<file path="src/sv/dts_pkg.sv">
// types, constants and transition tables for the dfa token scanner
package dts_pkg;

  localparam longint MaxTokenLength = 65535;
  localparam int     NumStates      = 9;
  localparam int     NumClasses     = 7;

  // result queue depth, a power of two
  localparam int     QDepth         = 4;
  localparam int     QPtrW          = $clog2(QDepth);

  localparam logic [15:0] LenLimit =
    (MaxTokenLength > 65535) ? 16'hFFFF :
    (MaxTokenLength < 1)     ? 16'd1    : 16'(MaxTokenLength);

  typedef logic [3:0] scan_state_t;

  typedef logic [QPtrW-1:0] q_ptr_t;
  typedef logic [QPtrW:0]   q_cnt_t;

  localparam scan_state_t StartState = 4'd0;
  localparam scan_state_t NoMove     = 4'hF;

  typedef enum logic [2:0] {
    KIND_INCOMPLETE = 3'd0,
    KIND_NUMBER     = 3'd1,
    KIND_WHITESPACE = 3'd2,
    KIND_IDENT      = 3'd3,
    KIND_ERROR      = 3'd4,
    KIND_UNMATCHED  = 3'd5
  } token_kind_t;

  typedef enum logic [2:0] {
    CLS_DIGIT = 3'd0,
    CLS_EE    = 3'd1,
    CLS_DOT   = 3'd2,
    CLS_AT    = 3'd3,
    CLS_BLANK = 3'd4,
    CLS_UNDER = 3'd5,
    CLS_ALPHA = 3'd6,
    CLS_NONE  = 3'd7
  } char_class_t;

  typedef struct packed {
    char_class_t first;
    char_class_t second;
  } class_pair_t;

  typedef struct packed {
    token_kind_t token_kind;
    logic [15:0] token_length;
    logic        final_token;
  } token_t;

  localparam scan_state_t NextState [0:NumClasses-1][0:NumStates-1] = '{
    '{4'd1,   4'd1,   4'd2,   4'd2,   4'd5,   4'd5,   NoMove, 4'd7,   NoMove},
    '{NoMove, 4'd4,   4'd4,   NoMove, NoMove, NoMove, NoMove, NoMove, NoMove},
    '{4'd3,   4'd2,   NoMove, NoMove, NoMove, NoMove, NoMove, NoMove, NoMove},
    '{4'd8,   NoMove, NoMove, NoMove, NoMove, NoMove, NoMove, NoMove, NoMove},
    '{4'd6,   NoMove, NoMove, NoMove, NoMove, NoMove, 4'd6,   NoMove, NoMove},
    '{4'd7,   NoMove, NoMove, NoMove, NoMove, NoMove, NoMove, 4'd7,   NoMove},
    '{4'd7,   NoMove, NoMove, NoMove, NoMove, NoMove, NoMove, 4'd7,   NoMove}
  };

  localparam token_kind_t AcceptKind [0:NumStates-1] = '{
    KIND_INCOMPLETE, KIND_NUMBER, KIND_NUMBER, KIND_INCOMPLETE, KIND_INCOMPLETE,
    KIND_NUMBER, KIND_WHITESPACE, KIND_IDENT, KIND_ERROR
  };

  function automatic class_pair_t classes_of(logic [7:0] c);
    class_pair_t p;
    p.first  = CLS_NONE;
    p.second = CLS_NONE;
    if (c >= 8'h61 && c <= 8'h7A) begin
      p.first = CLS_ALPHA;
      if (c == 8'h65) begin
        p.second = CLS_EE;
      end
    end else if (c >= 8'h30 && c <= 8'h39) begin
      p.first = CLS_DIGIT;
    end else if (c == 8'h45) begin
      p.first = CLS_EE;
    end else if (c == 8'h20 || c == 8'h0A || c == 8'h09 || c == 8'h08) begin
      p.first = CLS_BLANK;
    end else if (c == 8'h2E) begin
      p.first = CLS_DOT;
    end else if (c == 8'h40) begin
      p.first = CLS_AT;
    end else if (c == 8'h5F) begin
      p.first = CLS_UNDER;
    end
    return p;
  endfunction

  function automatic scan_state_t move_on(scan_state_t st, logic [7:0] c);
    class_pair_t p;
    scan_state_t n;
    p = classes_of(c);
    n = NoMove;
    if (st < 4'(NumStates)) begin
      if (p.first != CLS_NONE) begin
        n = NextState[p.first][st];
      end
      if (n == NoMove && p.second != CLS_NONE) begin
        n = NextState[p.second][st];
      end
    end
    return n;
  endfunction

  function automatic token_kind_t kind_of(scan_state_t st);
    token_kind_t k;
    k = KIND_INCOMPLETE;
    if (st < 4'(NumStates)) begin
      k = AcceptKind[st];
    end
    return k;
  endfunction

endpackage

</file>
<file path="src/sv/dts_in_if.sv">
// character input channel
interface dts_in_if;
  logic       valid;
  logic       ready;
  logic [7:0] char_code;
  logic       end_of_text;

  modport source (output valid, output char_code, output end_of_text, input ready);
  modport sink   (input valid, input char_code, input end_of_text, output ready);
endinterface

</file>
<file path="src/sv/dts_out_if.sv">
// token result channel
interface dts_out_if;
  logic        valid;
  logic        ready;
  logic [2:0]  token_kind;
  logic [15:0] token_length;
  logic        final_token;

  modport source (output valid, output token_kind, output token_length,
                  output final_token, input ready);
  modport sink   (input valid, input token_kind, input token_length,
                  input final_token, output ready);
endinterface

</file>
<file path="src/sv/dfa_token_scanner.sv">
// maximal-munch dfa token scanner, one character per transfer
// path: an accepted character waits in the staging register until two queue slots are
//   free, then its tokens are written to the result queue, whose head drives the output
// throughput: one character per cycle; a character that ends two tokens needs two
//   output transfers, and the input holds off while fewer than two queue slots are free
// reset: synchronous, active low; clears the scan state, run length and queue
module dfa_token_scanner (
  input  logic          clk,
  input  logic          rst_n,
  dts_in_if.sink        in_ch,
  dts_out_if.source     out_ch
);
  import dts_pkg::*;

  logic        stg_v_r, stg_v_nxt;
  logic [7:0]  stg_char_r;
  logic        stg_eot_r;

  scan_state_t scan_state_r, scan_state_nxt;
  logic [15:0] run_length_r, run_length_nxt;

  token_t      q_mem_r [QDepth];
  q_ptr_t      wp_r, wp_nxt;
  q_ptr_t      rp_r, rp_nxt;
  q_cnt_t      cnt_r, cnt_nxt;

  logic        in_xfer;
  logic        out_xfer;
  logic        drain;

  token_t      tok0, tok1;
  logic [1:0]  n_emit;
  scan_state_t st_c;
  logic [15:0] len_c;

  assign drain        = stg_v_r && (cnt_r <= q_cnt_t'(QDepth - 2));
  assign in_ch.ready  = !stg_v_r || drain;
  assign in_xfer      = in_ch.valid && in_ch.ready;

  assign out_ch.valid        = (cnt_r != q_cnt_t'(0));
  assign out_ch.token_kind   = q_mem_r[rp_r].token_kind;
  assign out_ch.token_length = q_mem_r[rp_r].token_length;
  assign out_ch.final_token  = q_mem_r[rp_r].final_token;
  assign out_xfer            = out_ch.valid && out_ch.ready;

  // token step for the staged character
  always_comb begin
    scan_state_t mv;
    token_t      t;
    st_c   = scan_state_r;
    len_c  = run_length_r;
    n_emit = 2'd0;
    tok0   = '0;
    tok1   = '0;
    mv     = NoMove;
    t      = '0;
    if (st_c != StartState) begin
      mv = move_on(st_c, stg_char_r);
      if (mv != NoMove) begin
        st_c  = mv;
        len_c = (len_c >= LenLimit) ? len_c : len_c + 16'd1;
      end else begin
        tok0   = '{token_kind: kind_of(st_c), token_length: len_c, final_token: 1'b0};
        n_emit = 2'd1;
        st_c   = StartState;
        len_c  = 16'd0;
      end
    end
    if (st_c == StartState) begin
      mv = move_on(StartState, stg_char_r);
      if (mv == NoMove) begin
        t = '{token_kind: KIND_UNMATCHED, token_length: 16'd1, final_token: 1'b0};
        if (n_emit == 2'd0) begin
          tok0 = t;
        end else begin
          tok1 = t;
        end
        n_emit = n_emit + 2'd1;
      end else begin
        st_c  = mv;
        len_c = 16'd1;
      end
    end
    if (stg_eot_r) begin
      if (st_c != StartState) begin
        t = '{token_kind: kind_of(st_c), token_length: len_c, final_token: 1'b0};
        if (n_emit == 2'd0) begin
          tok0 = t;
        end else begin
          tok1 = t;
        end
        n_emit = n_emit + 2'd1;
        st_c   = StartState;
        len_c  = 16'd0;
      end
      if (n_emit == 2'd1) begin
        tok0.final_token = 1'b1;
      end else if (n_emit == 2'd2) begin
        tok1.final_token = 1'b1;
      end
    end
  end

  always_comb begin
    stg_v_nxt      = in_xfer ? 1'b1 : (drain ? 1'b0 : stg_v_r);
    scan_state_nxt = drain ? st_c : scan_state_r;
    run_length_nxt = drain ? len_c : run_length_r;
    wp_nxt         = drain ? wp_r + q_ptr_t'(n_emit) : wp_r;
    rp_nxt         = out_xfer ? rp_r + q_ptr_t'(1) : rp_r;
    cnt_nxt        = cnt_r + (drain ? q_cnt_t'(n_emit) : q_cnt_t'(0)) - q_cnt_t'(out_xfer);
  end

  always_ff @(posedge clk) begin
    if (!rst_n) begin
      stg_v_r      <= 1'b0;
      scan_state_r <= StartState;
      run_length_r <= 16'd0;
      wp_r         <= '0;
      rp_r         <= '0;
      cnt_r        <= '0;
    end else begin
      stg_v_r      <= stg_v_nxt;
      scan_state_r <= scan_state_nxt;
      run_length_r <= run_length_nxt;
      wp_r         <= wp_nxt;
      rp_r         <= rp_nxt;
      cnt_r        <= cnt_nxt;
    end
  end

  always_ff @(posedge clk) begin
    if (in_xfer) begin
      stg_char_r <= in_ch.char_code;
      stg_eot_r  <= in_ch.end_of_text;
    end
  end

  always_ff @(posedge clk) begin
    if (drain && n_emit != 2'd0) begin
      q_mem_r[wp_r] <= tok0;
    end
    if (drain && n_emit == 2'd2) begin
      q_mem_r[wp_r + q_ptr_t'(1)] <= tok1;
    end
  end

`ifndef SYNTHESIS
  a_cnt_bound: assert property (@(posedge clk) disable iff (!rst_n)
    cnt_r <= q_cnt_t'(QDepth))
    else $error("result queue over its depth");

  a_push_fits: assert property (@(posedge clk) disable iff (!rst_n)
    drain |-> (int'(cnt_r) + int'(n_emit)) <= QDepth)
    else $error("tokens pushed without room");

  a_state_range: assert property (@(posedge clk) disable iff (!rst_n)
    scan_state_r < 4'(NumStates))
    else $error("scan state out of range");

  a_len_pending: assert property (@(posedge clk) disable iff (!rst_n)
    (scan_state_r == StartState) == (run_length_r == 16'd0))
    else $error("run length disagrees with pending token");

  a_eot_flush: assert property (@(posedge clk) disable iff (!rst_n)
    drain && stg_eot_r |=> scan_state_r == StartState)
    else $error("token left pending after end of text");
`endif

endmodule

</file>
<file path="src/flat_wrapper.sv">
// flat-port wrapper written by rule: the top's interface ports become plain ports
module dfa_token_scanner_flat import dts_pkg::*;
  (clk, rst_n, in_ch_valid, in_ch_char_code, in_ch_end_of_text, in_ch_ready, out_ch_valid, out_ch_token_kind, out_ch_token_length, out_ch_final_token, out_ch_ready);
  dts_in_if in_ch_i ();
  dts_out_if out_ch_i ();
  input  logic clk;
  input  logic rst_n;
  input wire logic [$bits(in_ch_i.valid)-1:0] in_ch_valid;
  input wire logic [$bits(in_ch_i.char_code)-1:0] in_ch_char_code;
  input wire logic [$bits(in_ch_i.end_of_text)-1:0] in_ch_end_of_text;
  output wire logic [$bits(in_ch_i.ready)-1:0] in_ch_ready;
  output wire logic [$bits(out_ch_i.valid)-1:0] out_ch_valid;
  output wire logic [$bits(out_ch_i.token_kind)-1:0] out_ch_token_kind;
  output wire logic [$bits(out_ch_i.token_length)-1:0] out_ch_token_length;
  output wire logic [$bits(out_ch_i.final_token)-1:0] out_ch_final_token;
  input wire logic [$bits(out_ch_i.ready)-1:0] out_ch_ready;
  assign in_ch_i.valid = in_ch_valid;
  assign in_ch_i.char_code = in_ch_char_code;
  assign in_ch_i.end_of_text = in_ch_end_of_text;
  assign in_ch_ready = in_ch_i.ready;
  assign out_ch_valid = out_ch_i.valid;
  assign out_ch_token_kind = out_ch_i.token_kind;
  assign out_ch_token_length = out_ch_i.token_length;
  assign out_ch_final_token = out_ch_i.final_token;
  assign out_ch_i.ready = out_ch_ready;
  dfa_token_scanner u_core (.clk(clk), .rst_n(rst_n), .in_ch(in_ch_i), .out_ch(out_ch_i));
endmodule
</file>
<file path="config.mk">
export PLATFORM = sky130hd
export DESIGN_NAME = dfa_token_scanner_flat
export DESIGN_NICKNAME = d
export VERILOG_FILES = /design/src/sv/dts_pkg.sv /design/src/sv/dts_in_if.sv /design/src/sv/dts_out_if.sv /design/src/sv/dfa_token_scanner.sv /design/src/flat_wrapper.sv
export SDC_FILE = /design/constraint.sdc
export NUM_CORES = 1
export LEC_CHECK = 0
export ABC_AREA = 1
export ABC_CLOCK_PERIOD_IN_PS = 7450
export BUFFER_PORTS_ARGS = -buffer_cell sky130_fd_sc_hd__buf_2
export CAP_MARGIN = 20
export CORE_UTILIZATION = 45
export DETAILED_ROUTE_END_ITERATION = 6
export PLACE_DENSITY = 0.59
export SETUP_SLACK_MARGIN = 0.2
export SYNTH_ARGS = -nofsm -noshare
export SYNTH_HDL_FRONTEND = slang
export SYNTH_SLANG_ARGS = --single-unit
</file>
<file path="constraint.sdc">
create_clock -name clk -period 7.45 [get_ports clk]
set_clock_uncertainty 0.15 [all_clocks]
set_input_delay 1.1175 -clock clk [delete_from_list [all_inputs] [get_ports clk]]
set_output_delay 1.1175 -clock clk [all_outputs]
set_load 0.1 [all_outputs]
</file>
Yosys cells after proc, flatten, opt, wreduce, memory -nomap -nowiden
Memories as Yosys holds them, arrays and structs flattened. A register that Yosys moved wholly into a read port is not among the register bits.
Cells that the tools add are included.

cells by class
  bitwise operators = 6
  $lt $le $gt $ge = 14
  div/mod/pow operators = 0
  shift-type cells = 0
  eq/ne operators = 20
  reductions and logical operators = 22
  muxes and demuxes = 89
  multiply operators = 0
  $add $sub $neg = 8

operator list
  cell                                                 number
  two-way mux 36 bit                                   8
  two-way mux 20 bit                                   14
  two-way mux 16 bit                                   7
  two-way mux 4 bit                                    20
  two-way mux 3 bit                                    18
  binary-select mux 4 bit (select 4 bit)               2
  equality test 8 x 7 -> 1 bit, second input constant  4
  equality test 8 x 4 -> 1 bit, second input constant  3
  two-way mux 2 bit                                    10
  adder 16 x 1 -> 16 bit, second input constant        1
  equality test 8 x 6 -> 1 bit, second input constant  2
  >= comparator 16 bit, second input constant          1
  >= comparator 4 bit, second input constant           4
  inverter 3 -> 4 bit                                  4
  equality test 4 bit, second input constant           3
  inequality test 3 bit, second input constant         4
  >= comparator 5 bit, second input constant           2
  two-way mux 1 bit                                    10
  inverter 4 -> 5 bit                                  2
  logical AND 1 bit                                    9
  adder 2 x 1 -> 2 bit, second input constant          4
  >= comparator 8 x 6 -> 1 bit, second input constant  1
  >= comparator 8 x 7 -> 1 bit, second input constant  1
  <= comparator 8 x 6 -> 1 bit, second input constant  1
  other kinds (16)                                     24

word-level totals
  ROM bits = 1,248
  output and inout port bits = 22
  memories = 7
  bits of input ports = 13
  logic and storage cells = 174
  bits in registers = 37
  latch bits = 0
  bits in writable memories = 80

memories
  name              words  bits a word  read ports  clocked after memory_dff  write ports  line                     RTL
  (name not given)  8      36           1           0                         0            dts_pkg.sv:102           n = NextState[p.first][st];
  (name not given)  8      36           1           0                         0            dts_pkg.sv:105           n = NextState[p.second][st];
  (name not given)  8      36           1           0                         0            dts_pkg.sv:102
  (name not given)  8      36           1           0                         0            dts_pkg.sv:105
  u_core.q_mem_r    4      20           1           1                         2            dfa_token_scanner.sv:22  token_t q_mem_r [QDepth];
  (name not given)  16     3            1           0                         0            dts_pkg.sv:115           k = AcceptKind[st];
  1 more memories   n/a    n/a          n/a         n/a                       n/a          n/a

Depth between registers and ports, before layout
  word-level depth = 52
  mapped depth = 47
  depth with buffers taken out = 45

Worst setup path after synthesis
OpenSTA, ideal clock, no wires.

  kind = register to register
  start point = register u_core.stg_char_r[0]
  end point = register u_core.cnt_r[2]
  required time = 7.172 ns
  clock period less this slack = 5.756 ns
  path buffers = 4
  data arrival time = 5.478 ns
  setup time = 0.128 ns
  path slack = 1.694 ns
  cell stages (with the launch flop) = 39
  cells stage by stage = edfxtp_1 -> a21oi_1 -> o22ai_1 -> a2111oi_0 -> nor2_1 -> inv_1 -> ha_1 -> inv_1 -> o21ai_2 -> nand2_1 -> nand2_1 -> nand2_1 -> nand2_1 -> nand2_1 -> nand2_1 -> nand2_2 -> nand2_2 -> nand2_1 -> [... 3 more ...] -> buf_1 -> clkbuf_1 -> ha_1 -> nand2_1 -> ha_1 -> o21bai_1 -> nand3_2 -> nand2_2 -> inv_2 -> nor2_4 -> buf_8 -> buf_8 -> inv_1 -> ha_1 -> fa_1 -> xor2_1 -> inv_1 -> nor2_1

on the way
  cells in the longest elaborated chain, start to end = 37
  elaborated cells between the ends (all ways) = 91
  classes of those cells = add/sub (4); order compare (4); eq/ne (17); mux (49); bitwise (4); reduce/logical (9); memory (4)

ends and longest elaborated chain
  item                                                   line                          RTL
  start, declared                                        dfa_token_scanner.sv:16       logic [7:0] stg_char_r;
  start signal, assigned                                 dfa_token_scanner.sv:133      stg_char_r <= in_ch.char_code;
  equality test 8 x 7 -> 1 bit (tied with other cells)   dts_pkg.sv:89                 end else if (c == 8'h5F) begin
  two-way mux 2 bit or logical OR 1 bit (tied branches)  dts_pkg.sv:89, dts_pkg.sv:83
  two-way mux 3 bit or logical OR 1 bit (tied branches)  dts_pkg.sv:87, dts_pkg.sv:83
  two-way mux 3 bit or logical OR 1 bit (tied branches)  dts_pkg.sv:85, dts_pkg.sv:83
  two-way mux 3 bit                                      dts_pkg.sv:83                 end else if (c == 8'h20 || c == 8'h0A || c == 8'h09 || c == 8'h08) begin
  two-way mux 3 bit                                      dts_pkg.sv:81                 end else if (c == 8'h45) begin
  two-way mux 3 bit                                      dts_pkg.sv:79                 end else if (c >= 8'h30 && c <= 8'h39) begin
  two-way mux 3 bit                                      dts_pkg.sv:74                 if (c >= 8'h61 && c <= 8'h7A) begin
  [... 21 more ...]                                      n/a
  two-way mux 2 bit                                      dfa_token_scanner.sv:69       if (st_c == StartState) begin
  adder 2 x 1 -> 2 bit                                   dfa_token_scanner.sv:92       n_emit = n_emit + 2'd1;
  two-way mux 2 bit                                      dfa_token_scanner.sv:85       if (st_c != StartState) begin
  two-way mux 2 bit                                      dfa_token_scanner.sv:84       if (stg_eot_r) begin
  two-way mux 2 bit (*)                                  dfa_token_scanner.sv:84
  two-way mux 2 bit (*)                                  dfa_token_scanner.sv:110      cnt_nxt = cnt_r + (drain ? q_cnt_t'(n_emit) : q_cnt_t'(0)) - q_cnt_t'(out_xfer);
  adder 3 bit (*)                                        dfa_token_scanner.sv:110
  subtractor 3 x 1 -> 3 bit (*)                          dfa_token_scanner.sv:110
  end signal, assigned                                   dfa_token_scanner.sv:127      cnt_r <= cnt_nxt;
  end, declared                                          dfa_token_scanner.sv:25       q_cnt_t cnt_r, cnt_nxt;

Mark *: on every way between the ends. The rest lies on a longest branch, timed or not. The select of a mux whose other input is x is not followed.
A chain may end at the register's enable or synchronous reset.

Final worst setup path
  start point = register u_core.stg_char_r[1]
  end point = register u_core.cnt_r[2]

The elaborated chain is that of the path after synthesis.

==> reports/metrics.yaml <==
global_route:
  antenna_found_initial: 0
  first_global_vias: 6631
  grt_max_degree: 81
  gr-total-overflow: 0
  grt_use_total_pct: 24.22
  grt_pass1_wl_um: 34290
die:
  die_w_um: 134.9
  rows: 48
  coreArea_sq_um: 17240
  dieHeight_um: 134.9
  start_util_pct: 46.08
  io_pins: 35
  dieArea_sq_um: 18190
setup_path:
  criticalPathCategory: "reg2reg"
  path_common_cell: "nand2_1"
  rr_endpoint: "u_core.cnt_r[2]$_SDFF_PN0_"
  r2r_cells: 41
  slowest_stage: "edfxtp_1"
  start_kind: "register"
  critPathMaxStageDelay_ns: 0.46
  arrival_ns: 6.60
  critPathMaxFanout: 25
  crit_path_start: "u_core.stg_char_r[1]$_DFFE_PP_"
  reg2reg_slack_ns: 0.99
  cp.required_ns: 7.58
  r2r_start: "u_core.stg_char_r[1]$_DFFE_PP_"
  endpoint_kind: "register"
layout:
  drive_gt1_share_pct: 11.67
  n_antenna_cell: 0
  nets: 1099
  syn2layout_area_growth_pct: 9.704
  final_common_cell: "nand2_1"
  layoutNonFillerInstCount: 1305
  final_cell_mix: "nand2_1 (298), nor2_1 (104), edfxtp_1 (89)"
  multi_input_area_sq_um: 3936
  fillers: 1716
  seq_area_sq_um: 3273
clock_tree:
  root_buffer: "clkbuf_16"
  ctsHoldBuffers: 0
  clk_latency_ns: 0.43
  cts_made_buffers: 17
  cts_buffer_depth: 2
  cts_tree: "done"
  cts_resized: 0
  clkTransAtPathRegs_ns: 0.06
  numClockSinks: 119
  htreeDepth: 4
  cts_setup_buffers: 0
placement:
  place.gp.congestion: 0.8463
  dp.final_hpwl_um: 13870
  dp_cells: 1273
  portBuffers: 34
routing:
  drtPass1Iterations: 5
  ant_nets: 0
  wl_um: 21140
  drt_iter0_markers: 484
  routedWlPerCell_um: 16.20
  dr_total_vias: 7259
  remaining_drc_errors: 0
  routed_via_density: 5.562
pwr:
  power.switching_uw: 1631
  p_per_area_nw_per_um2: 377.6
  swShare_pct: 49.59
  pwr-share-comb_pct: 48.5
  p_clk_share_pct: 25.5
  max-vdd-ir-drop_v: 0.0002849
  p_seq_share_pct: 26.0
  p_leak_uw: 0.003586
  p_int_uw: 1659
sta:
  slew_headroom_pct: 27.94
  finalHoldViolations: 0
  whs_ns: 0.3259
  slew_viol_final: 0
  setup_viol: 0
  tightest_slew_ns: 1.078
  fin_crit_sh_pct: 86.75
  fin_crit_ns: 6.463
  fmaxAchievable_mhz: 154.7
  tns_ns: 0
  rsz0062_at_grt: "no"
worst_hold_path:
  min_to: "u_core.rp_r[0]$_SDFFE_PN0P_"
  hp-class: "reg2reg"
  hold_start: "u_core.rp_r[0]$_SDFFE_PN0P_"
  whs_path_depth: 1
yosys:
  ys_ff_latch: 119
  synthesis.area_sq_um: 7943
  yosys_warnings: 0
  synthCells: 1061
  synth_seq_area_share_pct: 41.21
  ys_types: 48
  syn-num-nets: 1093
  avgSynthCellArea_sq_um: 7.486
run:
  cap_violations: 0
status:
  status: "finished clean"
worst max-delay path, delay by kind of cell (launching register included):
kind,cells,cell delay [ns]
adder cells (fa/ha/maj),4,1.12
buffers and inverters,8,0.75
AO/OA/AOI/OAI,7,1.55
XOR/XNOR,1,0.17
AND/OR/NAND/NOR,21,2.12
flip-flops,1,0.46
registers in the layout, summed over array words and instances (netlist names), named ones only:
signal / cells
u_core.wp_r: 2
u_core.rp_r: 2
u_core.scan_state_r: 4
u_core.stg_v_r: 1
u_core.stg_char_r: 8
u_core.cnt_r: 3
u_core.run_length_r: 16
u_core.stg_eot_r: 1
u_core.q_mem_r: 80
synth_stat cells (all sizes together):
cell type  number  area [sq um]
a2111oi         1         8.760
a21oi          46         234.0
a32oi           1         8.760
buf            24         226.5
clkbuf         39         177.7
clkinv          1         3.750
dfxtp          30         600.6
edfxtp         89          2673
fa              1         20.02
ha             18         225.2
inv            86         325.3
nand2         314          1229
nand3          62         330.3
nand3b          1         7.510
nand4          87         544.3
nor2          112         474.2
nor3           13         65.06
nor3b           1         7.510
nor4            5         37.53
o2111ai         3         26.28
o211ai          1         7.510
o21ai          93         480.5
o21bai          4         33.78
o22ai          21         131.4
o311ai          1         8.760
o31ai           2         15.01
or2             1         6.260
xnor2           2         17.52
xor2            2         17.52
power by group through the flow:
stage	clock network, uW	logic [uW]	registers [uW]
after CTS	851	1580	854
after global routing	880	1730	861
after floorplan	0	1360	859
after global placement	0	1570	866
final	841	1600	854
after detailed placement	0	1580	867
cell families after synthesis:
family                     after synthesis  synth area share (%)
xor gates and xnor gates                 4                0.4412
DFF                                    119                 41.21
buffers and inverters                  150                 9.231
adders and majority gates               19                 3.088
AOI/OAI and AO/OA                      173                 12.02
and+or+nand+nor                        596                 34.01
routing by layer:
metal | up-vias | part of all wire [%] | global-route usage, %
li1 | 3649 | - | -
met1 | 3379 | 45 | 32.16
met4 | 0 | 1.3 | 8.177
met3 | 27 | 5.6 | 4.242
met2 | 204 | 48 | 39.86
met5 | - | 0 | 0
worst max-delay path by stage:
stage                                 endpoint  cells past startpoint
detailed placement  u_core.cnt_r[2]$_SDFF_PN0_                     41
global placement    u_core.cnt_r[2]$_SDFF_PN0_                     41
finish              u_core.cnt_r[2]$_SDFF_PN0_                     41
global route        u_core.cnt_r[2]$_SDFF_PN0_                     41
floorplan           u_core.cnt_r[2]$_SDFF_PN0_                     38
CTS                 u_core.cnt_r[2]$_SDFF_PN0_                     41
cell type report:
cell class	count	share of cell area, %
Multi-Input combinational cell	792	45.18
Sequential cell	119	37.56
Clock buffer	18	4.925
Inverter	87	3.777
Timing Repair Buffer	50	3.331
Tap cell	225	3.231
Clock inverter	14	1.996
through the flow:
step	util [%]	power (uW)	setup slack, ns	area [sq um]
6_report	50.55	3290	0.9872	8713
5_1_grt	50.55	3468	0.3333	8713
4_1_cts	50.55	3287	0.9904	8713
3_5_place_dp	47.05	2448	1.022	8110
3_3_place_gp	47.05	2439	1.200	8110
2_1_floorplan	-	2215	1.694	7943
Power figures use the tool's default switching activity.
